==> config.mk <==
export PLATFORM = sky130hd
export DESIGN_NAME = heading_hold_pid_unit
export DESIGN_NICKNAME = d
export VERILOG_FILES = /design/src/rtl/hhp_pkg.sv /design/src/rtl/hhp_cfg_regs.sv /design/src/rtl/hhp_err.sv /design/src/rtl/hhp_mac.sv /design/src/rtl/heading_hold_pid_unit.sv
export SDC_FILE = /design/constraint.sdc
export NUM_CORES = 2
export LEC_CHECK = 0
export BUFFER_PORTS_ARGS = -buffer_cell sky130_fd_sc_hd__buf_2
export CORE_UTILIZATION = 35
export CTS_CLUSTER_SIZE = 12
export DETAILED_ROUTE_END_ITERATION = 16
export GPL_TIMING_DRIVEN = 0
export PLACE_DENSITY = 0.51
export SLEW_MARGIN = 20
export SYNTH_ARGS = -nofsm -noshare
export SYNTH_HDL_FRONTEND = slang
export SYNTH_SLANG_ARGS = --single-unit
==> constraint.sdc <==
create_clock -name clk -period 19.5 [get_ports clk]
set_clock_uncertainty 0.15 [all_clocks]
set_input_delay 1.95 -clock clk [delete_from_list [all_inputs] [get_ports clk]]
set_output_delay 1.95 -clock clk [all_outputs]
set_load 0.05 [all_outputs]
==> src/rtl/hhp_pkg.sv <==
// Shared types, widths and constants of the heading hold PID unit.
`timescale 1ns / 1ps
`default_nettype none

package hhp_pkg;

	localparam int ANGLE_W    = 16;
	localparam int GAIN_W     = 16;
	localparam int LIMIT_W    = 24;
	localparam int DRIVE_W    = 16;
	localparam int CFG_IDX_W  = 3;
	localparam int CFG_DATA_W = 24;
	localparam int DIFF_W     = ANGLE_W + 1;
	localparam int SUM_W      = LIMIT_W + 1;
	localparam int PROD_E_W   = ANGLE_W + GAIN_W;
	localparam int PROD_I_W   = LIMIT_W + GAIN_W;
	localparam int ACC_W      = PROD_I_W + 2;

	localparam logic signed [DIFF_W-1:0] HALF_TURN = 17'sd18000;
	localparam logic signed [DIFF_W-1:0] FULL_TURN = 17'sd36000;

	localparam logic signed [GAIN_W-1:0]  PROP_GAIN_RST      = 16'sd256;
	localparam logic signed [GAIN_W-1:0]  INT_GAIN_RST       = 16'sd0;
	localparam logic signed [GAIN_W-1:0]  DERIV_GAIN_RST     = 16'sd0;
	localparam logic signed [LIMIT_W-1:0] INTEGRAL_UPPER_RST = 24'sd1000000;
	localparam logic signed [LIMIT_W-1:0] INTEGRAL_LOWER_RST = -24'sd1000000;
	localparam logic signed [DRIVE_W-1:0] DRIVE_UPPER_RST    = 16'sd32767;
	localparam logic signed [DRIVE_W-1:0] DRIVE_LOWER_RST    = -16'sd32768;

	typedef enum logic [CFG_IDX_W-1:0] {
		REG_PROP_GAIN      = 3'd0,
		REG_INT_GAIN       = 3'd1,
		REG_DERIV_GAIN     = 3'd2,
		REG_INTEGRAL_UPPER = 3'd3,
		REG_INTEGRAL_LOWER = 3'd4,
		REG_DRIVE_UPPER    = 3'd5,
		REG_DRIVE_LOWER    = 3'd6
	} hhp_reg_t;

	typedef struct packed {
		logic signed [GAIN_W-1:0]  prop_gain;
		logic signed [GAIN_W-1:0]  int_gain;
		logic signed [GAIN_W-1:0]  deriv_gain;
		logic signed [LIMIT_W-1:0] integral_upper;
		logic signed [LIMIT_W-1:0] integral_lower;
		logic signed [DRIVE_W-1:0] drive_upper;
		logic signed [DRIVE_W-1:0] drive_lower;
	} hhp_cfg_t;

	// Fold an angle difference back into one turn, applied once only.
	function automatic logic signed [DIFF_W-1:0] wrap_once(
		input logic signed [DIFF_W-1:0] a
	);
		logic signed [DIFF_W-1:0] r;
		r = a;
		if (a > HALF_TURN) begin
			r = a - FULL_TURN;
		end else if (a < -HALF_TURN) begin
			r = a + FULL_TURN;
		end
		return r;
	endfunction

endpackage

`default_nettype wire

==> src/rtl/hhp_cfg_regs.sv <==
// Configuration register file of the heading hold PID unit.
`timescale 1ns / 1ps
`default_nettype none

module hhp_cfg_regs (
	input  wire logic                             clk,
	input  wire logic                             arst_n,
	input  wire logic                             wr_en,
	input  wire logic [hhp_pkg::CFG_IDX_W-1:0]    wr_index,
	input  wire logic [hhp_pkg::CFG_DATA_W-1:0]   wr_data,
	output hhp_pkg::hhp_cfg_t                     cfg
);

	hhp_pkg::hhp_cfg_t cfg_q;

	always_ff @(posedge clk or negedge arst_n) begin
		if (!arst_n) begin
			cfg_q.prop_gain      <= hhp_pkg::PROP_GAIN_RST;
			cfg_q.int_gain       <= hhp_pkg::INT_GAIN_RST;
			cfg_q.deriv_gain     <= hhp_pkg::DERIV_GAIN_RST;
			cfg_q.integral_upper <= hhp_pkg::INTEGRAL_UPPER_RST;
			cfg_q.integral_lower <= hhp_pkg::INTEGRAL_LOWER_RST;
			cfg_q.drive_upper    <= hhp_pkg::DRIVE_UPPER_RST;
			cfg_q.drive_lower    <= hhp_pkg::DRIVE_LOWER_RST;
		end else if (wr_en) begin
			case (wr_index)
				hhp_pkg::REG_PROP_GAIN: begin
					cfg_q.prop_gain <= wr_data[hhp_pkg::GAIN_W-1:0];
				end
				hhp_pkg::REG_INT_GAIN: begin
					cfg_q.int_gain <= wr_data[hhp_pkg::GAIN_W-1:0];
				end
				hhp_pkg::REG_DERIV_GAIN: begin
					cfg_q.deriv_gain <= wr_data[hhp_pkg::GAIN_W-1:0];
				end
				hhp_pkg::REG_INTEGRAL_UPPER: begin
					cfg_q.integral_upper <= wr_data[hhp_pkg::LIMIT_W-1:0];
				end
				hhp_pkg::REG_INTEGRAL_LOWER: begin
					cfg_q.integral_lower <= wr_data[hhp_pkg::LIMIT_W-1:0];
				end
				hhp_pkg::REG_DRIVE_UPPER: begin
					cfg_q.drive_upper <= wr_data[hhp_pkg::DRIVE_W-1:0];
				end
				hhp_pkg::REG_DRIVE_LOWER: begin
					cfg_q.drive_lower <= wr_data[hhp_pkg::DRIVE_W-1:0];
				end
				default: begin
				end
			endcase
		end
	end

	assign cfg = cfg_q;

endmodule

`default_nettype wire

==> src/rtl/hhp_err.sv <==
// Error stage: wrapped error, wrapped derivative and clamped integral.
`timescale 1ns / 1ps
`default_nettype none

module hhp_err (
	input  wire logic                                clk,
	input  wire logic                                arst_n,
	input  wire hhp_pkg::hhp_cfg_t                   cfg,
	input  wire logic                                up_valid,
	output logic                                     up_ready,
	input  wire logic signed [hhp_pkg::ANGLE_W-1:0]  tgt_s1,
	input  wire logic signed [hhp_pkg::ANGLE_W-1:0]  meas_s1,
	output logic                                     dn_valid,
	input  wire logic                                dn_ready,
	output logic signed [hhp_pkg::ANGLE_W-1:0]       e_s2,
	output logic signed [hhp_pkg::ANGLE_W-1:0]       d_s2,
	output logic signed [hhp_pkg::LIMIT_W-1:0]       sum_s2
);

	logic signed [hhp_pkg::ANGLE_W-1:0] prev_error_q;
	logic signed [hhp_pkg::LIMIT_W-1:0] error_sum_q;
	logic                               v_s2;

	logic signed [hhp_pkg::DIFF_W-1:0]  diff;
	logic signed [hhp_pkg::DIFF_W-1:0]  e_wide;
	logic signed [hhp_pkg::ANGLE_W-1:0] e;
	logic signed [hhp_pkg::DIFF_W-1:0]  dd;
	logic signed [hhp_pkg::DIFF_W-1:0]  d_wide;
	logic signed [hhp_pkg::SUM_W-1:0]   sum_raw;
	logic signed [hhp_pkg::SUM_W-1:0]   sum_clamped;
	logic                               load;
	logic                               take;

	always_comb begin
		diff   = hhp_pkg::DIFF_W'(tgt_s1) - hhp_pkg::DIFF_W'(meas_s1);
		e_wide = hhp_pkg::wrap_once(diff);
		e      = $signed(e_wide[hhp_pkg::ANGLE_W-1:0]);
		dd     = hhp_pkg::DIFF_W'(e) - hhp_pkg::DIFF_W'(prev_error_q);
		d_wide = hhp_pkg::wrap_once(dd);

		sum_raw = hhp_pkg::SUM_W'(error_sum_q) + hhp_pkg::SUM_W'(e);
		// Upper is checked first; crossed limits give upper above it, else lower.
		if (sum_raw > hhp_pkg::SUM_W'(cfg.integral_upper)) begin
			sum_clamped = hhp_pkg::SUM_W'(cfg.integral_upper);
		end else if (sum_raw < hhp_pkg::SUM_W'(cfg.integral_lower)) begin
			sum_clamped = hhp_pkg::SUM_W'(cfg.integral_lower);
		end else begin
			sum_clamped = sum_raw;
		end
	end

	assign load     = !v_s2 || dn_ready;
	assign take     = up_valid && load;
	assign up_ready = load;
	assign dn_valid = v_s2;

	always_ff @(posedge clk or negedge arst_n) begin
		if (!arst_n) begin
			v_s2         <= 1'b0;
			prev_error_q <= '0;
			error_sum_q  <= '0;
		end else begin
			if (load) begin
				v_s2 <= up_valid;
			end
			if (take) begin
				prev_error_q <= e;
				error_sum_q  <= sum_clamped[hhp_pkg::LIMIT_W-1:0];
			end
		end
	end

	always_ff @(posedge clk) begin
		if (take) begin
			e_s2   <= e;
			d_s2   <= $signed(d_wide[hhp_pkg::ANGLE_W-1:0]);
			sum_s2 <= sum_clamped[hhp_pkg::LIMIT_W-1:0];
		end
	end

	// A single wrap keeps the error within the full 16-bit input span folded once.
	assert property (@(posedge clk) disable iff (!arst_n)
		v_s2 |-> (e_s2 >= -16'sd29535) && (e_s2 <= 16'sd29535))
	else $error("error word left its wrapped range");

	assert property (@(posedge clk) disable iff (!arst_n)
		v_s2 |-> (d_s2 >= -16'sd23070) && (d_s2 <= 16'sd23070))
	else $error("derivative word left its wrapped range");

	assert property (@(posedge clk) disable iff (!arst_n)
		!take |=> $stable(prev_error_q) && $stable(error_sum_q))
	else $error("controller state changed without an accepted word");

endmodule

`default_nettype wire

==> src/rtl/hhp_mac.sv <==
// Gain products, then sum, floor shift and output saturation.
`timescale 1ns / 1ps
`default_nettype none

module hhp_mac #(
	parameter int GAIN_FRAC_BITS = 8
) (
	input  wire logic                                clk,
	input  wire logic                                arst_n,
	input  wire hhp_pkg::hhp_cfg_t                   cfg,
	input  wire logic                                up_valid,
	output logic                                     up_ready,
	input  wire logic signed [hhp_pkg::ANGLE_W-1:0]  e_s2,
	input  wire logic signed [hhp_pkg::ANGLE_W-1:0]  d_s2,
	input  wire logic signed [hhp_pkg::LIMIT_W-1:0]  sum_s2,
	output logic                                     dn_valid,
	input  wire logic                                dn_ready,
	output logic signed [hhp_pkg::DRIVE_W-1:0]       result
);

	logic                                 v_s3;
	logic signed [hhp_pkg::PROD_E_W-1:0]  pe_s3;
	logic signed [hhp_pkg::PROD_I_W-1:0]  pi_s3;
	logic signed [hhp_pkg::PROD_E_W-1:0]  pd_s3;
	logic                                 out_valid_q;
	logic signed [hhp_pkg::DRIVE_W-1:0]   result_q;

	logic                                 load_out;
	logic                                 load_s3;
	logic signed [hhp_pkg::ACC_W-1:0]     acc;
	logic signed [hhp_pkg::ACC_W-1:0]     shifted;
	logic signed [hhp_pkg::ACC_W-1:0]     hi_lim;
	logic signed [hhp_pkg::ACC_W-1:0]     lo_lim;
	logic signed [hhp_pkg::DRIVE_W-1:0]   sat;

	assign load_out = !out_valid_q || dn_ready;
	assign load_s3  = !v_s3 || load_out;
	assign up_ready = load_s3;

	always_comb begin
		acc = hhp_pkg::ACC_W'(pe_s3) + hhp_pkg::ACC_W'(pi_s3) + hhp_pkg::ACC_W'(pd_s3);
		shifted = acc >>> GAIN_FRAC_BITS;
		hi_lim  = hhp_pkg::ACC_W'(cfg.drive_upper);
		lo_lim  = hhp_pkg::ACC_W'(cfg.drive_lower);
		if (shifted > hi_lim) begin
			sat = cfg.drive_upper;
		end else if (shifted < lo_lim) begin
			sat = cfg.drive_lower;
		end else begin
			sat = $signed(shifted[hhp_pkg::DRIVE_W-1:0]);
		end
	end

	always_ff @(posedge clk or negedge arst_n) begin
		if (!arst_n) begin
			v_s3        <= 1'b0;
			out_valid_q <= 1'b0;
		end else begin
			if (load_s3) begin
				v_s3 <= up_valid;
			end
			if (load_out) begin
				out_valid_q <= v_s3;
			end
		end
	end

	always_ff @(posedge clk) begin
		if (load_s3 && up_valid) begin
			pe_s3 <= hhp_pkg::PROD_E_W'(e_s2) * hhp_pkg::PROD_E_W'(cfg.prop_gain);
			pi_s3 <= hhp_pkg::PROD_I_W'(sum_s2) * hhp_pkg::PROD_I_W'(cfg.int_gain);
			pd_s3 <= hhp_pkg::PROD_E_W'(d_s2) * hhp_pkg::PROD_E_W'(cfg.deriv_gain);
		end
		if (load_out && v_s3) begin
			result_q <= sat;
		end
	end

	assign dn_valid = out_valid_q;
	assign result   = result_q;

endmodule

`default_nettype wire

==> src/rtl/heading_hold_pid_unit.sv <==
// Top level of the heading hold PID unit.
`timescale 1ns / 1ps
`default_nettype none

// Heading hold PID controller with a clamped integral and a saturated output.
//
// Input channel (in_valid/in_ready) carries one word per control sample:
// target_angle and measured_angle, signed 0.01 degree units. Output channel
// (out_valid/out_ready) returns one correction word per input word, in order.
// The configuration channel (cfg_valid/cfg_ready, cfg_index, cfg_data) writes
// the gains and limits; it is always ready, and indexes past the last register
// are dropped. Write it only while no word is in flight.
//
// After the edge that accepts a word into the input register, the word passes
// through the error and integral stage, the product registers, and the sum,
// shift and saturation into the output register, where out_valid rises.
// Throughput is one word per cycle while the receiver keeps up, set by the
// error stage, which updates the previous error and the integral as it takes
// each word, so the next word sees them at once.
//
// Reset clears the controller state (previous error and integral) and loads
// the default gains and limits. When the receiver stalls, each stage holds
// its word and the pipeline keeps accepting until every stage is full; only
// then does in_ready drop.

module heading_hold_pid_unit #(
	parameter int GAIN_FRAC_BITS = 8
) (
	input  wire logic                                  clk,
	input  wire logic                                  arst_n,
	input  wire logic                                  in_valid,
	output logic                                       in_ready,
	input  wire logic signed [hhp_pkg::ANGLE_W-1:0]    target_angle,
	input  wire logic signed [hhp_pkg::ANGLE_W-1:0]    measured_angle,
	output logic                                       out_valid,
	input  wire logic                                  out_ready,
	output logic signed [hhp_pkg::DRIVE_W-1:0]         correction,
	input  wire logic                                  cfg_valid,
	output logic                                       cfg_ready,
	input  wire logic [hhp_pkg::CFG_IDX_W-1:0]         cfg_index,
	input  wire logic [hhp_pkg::CFG_DATA_W-1:0]        cfg_data
);

	hhp_pkg::hhp_cfg_t                  cfg;
	logic                               v_s1;
	logic signed [hhp_pkg::ANGLE_W-1:0] tgt_s1;
	logic signed [hhp_pkg::ANGLE_W-1:0] meas_s1;
	logic                               err_ready;
	logic                               err_valid;
	logic                               mac_ready;
	logic signed [hhp_pkg::ANGLE_W-1:0] e_s2;
	logic signed [hhp_pkg::ANGLE_W-1:0] d_s2;
	logic signed [hhp_pkg::LIMIT_W-1:0] sum_s2;
	logic                               load_s1;

	// Registers are always writable; each write is registered in the register file.
	assign cfg_ready = 1'b1;

	hhp_cfg_regs u_cfg (
		.clk      (clk),
		.arst_n   (arst_n),
		.wr_en    (cfg_valid),
		.wr_index (cfg_index),
		.wr_data  (cfg_data),
		.cfg      (cfg)
	);

	// Input register: the stage frees up whenever the error stage takes its word.
	assign load_s1  = !v_s1 || err_ready;
	assign in_ready = load_s1;

	always_ff @(posedge clk or negedge arst_n) begin
		if (!arst_n) begin
			v_s1 <= 1'b0;
		end else if (load_s1) begin
			v_s1 <= in_valid;
		end
	end

	always_ff @(posedge clk) begin
		if (load_s1 && in_valid) begin
			tgt_s1  <= target_angle;
			meas_s1 <= measured_angle;
		end
	end

	hhp_err u_err (
		.clk      (clk),
		.arst_n   (arst_n),
		.cfg      (cfg),
		.up_valid (v_s1),
		.up_ready (err_ready),
		.tgt_s1   (tgt_s1),
		.meas_s1  (meas_s1),
		.dn_valid (err_valid),
		.dn_ready (mac_ready),
		.e_s2     (e_s2),
		.d_s2     (d_s2),
		.sum_s2   (sum_s2)
	);

	hhp_mac #(
		.GAIN_FRAC_BITS (GAIN_FRAC_BITS)
	) u_mac (
		.clk      (clk),
		.arst_n   (arst_n),
		.cfg      (cfg),
		.up_valid (err_valid),
		.up_ready (mac_ready),
		.e_s2     (e_s2),
		.d_s2     (d_s2),
		.sum_s2   (sum_s2),
		.dn_valid (out_valid),
		.dn_ready (out_ready),
		.result   (correction)
	);

	// Input backpressure only appears once every stage is full behind a stalled output.
	assert property (@(posedge clk) disable iff (!arst_n)
		!in_ready |-> out_valid && !out_ready)
	else $error("input stalled while the output was free");

endmodule

`default_nettype wire

==> summary.md <==
| Metric | Value |
|---|---|
| Top Ports | 83 |
| Status | complete, no violations |
| Count of hold buffers inserted by post-cts repair | 0 |
| Inserted Clock Buffers | 49 |
| Complex-gate fraction of the synthesized area | 8.33% |
| Hold violation count in the final report | 0 |
| Worst Max-Slew Pin Slew | 1.12 ns |
| Quantity of I/O buffers inserted on ports | 79 |
| Setup repair after global routing missed its margin | no |
| Register-to-register setup slack | 9.17 ns |
| Type of element launching the critical path | flip-flop |
| Fin Setup TNS | 0 ns |
| Clock insertion delay at the later pin of the skew report | 0.65 ns |
| Average wire per standard cell | 20.4 um |
| Initial antenna violation count | 19 |
| Number of DRC violations after detailed routing | 0 |
| Number of stages on the worst hold path | 2 |
| Postcts setup bufs | 0 |
| Total gr overflow | 0 |
| Global-route usage over all layers | 20.4% |
| Synth top cells by count | inv_1, fa_1, nand2_1 |
| Critical path capture point type | flip-flop |
| Simple-gate share of the synthesized area | 12.8% |
| Buffer levels on the longest clock path | 3 |
| Top cell type's share of synthesized area | 33.7% |
| Wire length reported by the detailed router | 161000 um |
| Starting Density | 35.3% |
| Final period demand of the worst path | 10.33 ns |
| Number of sinks handled by clock tree synthesis | 380 |
| Kind of critical path | reg2reg |
| Most common cell in the synthesized netlist | inv_1 |
| Detailed placement HPWL | 135000 um |
| Highest cell delay on the worst timing path | 0.83 ns |
| Via Count | 39100 |
| Dominant cell type by count on the critical path | a21o_1 |
| Total of fill cells in the finished design | 15700 |
| Largest area contributor in the synthesized netlist | fa_1 |
| DR pass1 iterations | 6 |
| Buffer type at the clock tree root | clkbuf_16 |
| Clock tree from TritonCTS | built |
| Area grow syn2layout | 8.68% |
| Mean Syn Cell Area | 9.92 um2 |
| RePlAce Congestion | 0.906 |
| Normalized max-slew margin | 24.5% |
| Proportion of layout cells with a drive suffix above 1 | 6.39% |
| Seq/Total Area, Yosys | 19.0% |
| Yosys synthesis warning count | 0 |
| Post-Synth XOR/XNOR Area | 3.09% |
| Cells on worst reg2reg path | 30 |
| Post-CTS resize count | 0 |
| Cells after synthesis | 5631 |
| Arr. time, crit path | 10.74 ns |
| Multiplexer area fraction after synthesis | 3.54% |
| Most area-consuming cells after synthesis | fa_1, edfxtp_1, ha_1 |
| Number of rows created at floorplan | 146 |
| Crit Reg-Reg Startpoint | meas_s1[0] |
| Chip width | 401 um |
| Worst min-delay path startpoint | u_err.prev_error_q[1] |
| # setup viols final | 0 |
| Largest family of logic cells by synthesized area | adder cells |
| Most common flop cell mapped by yosys | edfxtp_1 |
| Cell type of the slowest stage on the worst timing path | xnor2_1 |
| Post-Syn Area | 55800 um2 |
| Area enclosed by the die boundary | 161000 um2 |
| Final worst-path cycle share | 53.0% |
| Pin count of the biggest net entering global routing | 90 |
| Reg2reg end | u_err.error_sum_q[19] |
| CTS H-tree depth | 2 |
| Post-synth EDFFs | 208 |
| Post-synthesis adder-cell area fraction | 44.5% |
| Layout Nets | 7256 |
| Core Area | 158000 um2 |
| Via count of the first global-routing pass | 41400 |
| Die Span Y | 401 um |
| Critical path data required time | 19.92 ns |
| Capture endpoint of the worst hold path | u_err.prev_error_q[1] |
| Max-slew violation count | 0 |
| 1st-iter DRT viols | 2539 |
| Number of flip-flops and latches in the synthesized netlist | 380 |
| Post-synthesis async set-or-reset flop share | 45.3% |
| FMAX | 0.0968 GHz |
| Max Fanout on Critical Path | 10 |
| Synth unique cells | 87 |
| Vias per cell | 4.96 |
| Post-synth net total | 7119 |
| CTS clk-pin slew, worst paths | 0.06 ns |
| Tightest Hold Check Type | reg2reg |
| Number of maximum-capacitance violations | 0 |
| Number of nets with antenna violations after detailed routing | 0 |
| Wire length of the first global-routing pass | 251000 um |
==> critical path, delay by kind of cell, from the launching register on <==
| family | cells | cell delay, ns |
|---|---|---|
| xor gates and xnor gates | 1 | 0.83 |
| muxes | 2 | 0.44 |
| adders and majority gates | 4 | 1.56 |
| DFF | 1 | 0.37 |
| and+or+nand+nor | 2 | 0.52 |
| AOI/OAI and AO/OA | 18 | 5.15 |
| buffers and inverters | 3 | 1.20 |
==> per-stage QoR <==
| stage | area, um2 | utilization (%) | std cells | setup slack, ns | hold slack, ns |
|---|---|---|---|---|---|
| after floorplan | 55800 | - | 5631 | 11.61 | 0.299 |
| after global placement | 58800 | 37.1 | 7782 | 8.94 | 0.317 |
| after detailed placement | 59000 | 37.3 | 7789 | 9.25 | 0.323 |
| after CTS | 60600 | 38.3 | 7880 | 9.17 | 0.340 |
| after global routing | 60700 | 38.3 | 7883 | 8.64 | 0.354 |
| final | 60700 | 38.3 | 7890 | 9.17 | 0.337 |
==> area by class of cell <==
cell class	instances	area, um2	share of cell area [%]
Multi-Input combinational cell	3958	40400	66.6
Sequential cell	380	10600	17.5
Inverter	1118	4200	6.92
Tap cell	2072	2590	4.27
Clock buffer	67	1320	2.18
Buffer	175	671	1.11
Timing Repair Buffer	86	546	0.899
Clock inverter	24	304	0.501
Antenna cell	10	25.0	0.0412
==> worst max path at each step <==
stage	cells past startpoint	to	startpoint	slack, ns
final	30	u_err.error_sum_q[19]	meas_s1[0]	9.17
after floorplan	35	u_err.error_sum_q[19]	meas_s1[0]	11.61
after CTS	30	u_err.error_sum_q[19]	meas_s1[0]	9.17
after detailed placement	30	u_err.error_sum_q[19]	meas_s1[0]	9.25
after global placement	32	u_err.error_sum_q[19]	meas_s1[0]	8.94
after global routing	35	u_err.error_sum_q[19]	meas_s1[1]	8.64
==> state kept, by name (all words and copies together) (netlist names) <==
register / flops
u_mac.pe_s3: 32
u_err.sum_s2: 24
u_err.error_sum_q: 24
u_mac.dn_valid: 1
u_mac.v_s3: 1
u_mac.pi_s3: 40
u_err.e_s2: 16
meas_s1: 16
u_err.d_s2: 16
tgt_s1: 16
u_cfg.cfg: 128
v_s1: 1
u_err.prev_error_q: 16
u_err.dn_valid: 1
u_mac.pd_s3: 32
u_mac.result: 16
==> cells by family (layout without fill, tap and decap cells) <==
logic type	after synthesis	count (layout)
XOR/XNOR	197	197
AND/OR/NAND/NOR	1461	1461
buffers and inverters	1293	1470
flip-flops	380	380
multiplexers	182	182
AO/OA/AOI/OAI	693	693
adder cells (fa/ha/maj)	1424	1424
other	1	11
==> placed cells by master (no fill, tap or decap), types with 105 or more instances in the layout <==
cell and count:
nand2_1 635, nor2_1 139, a21o_1 105, dfrtp_1 136
mux2_2 124, ha_1 484, edfxtp_1 208, fa_1 940
a21oi_1 166, inv_1 1117, clkbuf_1 180, o21ai_0 134
and2_1 359, xnor2_1 140
==> per-layer routing <==
layer,GRT usage (%),vias to the layer above,wire length [um]
met4,6.88,10,5790
li1,-,18200,-
met5,0,-,67
met1,28.0,19800,72000
met2,32.9,907,73700
met3,3.10,197,9430
Power is not shown: default switching activity piles up to over one toggle a cycle in this logic, so the estimate is an artifact.
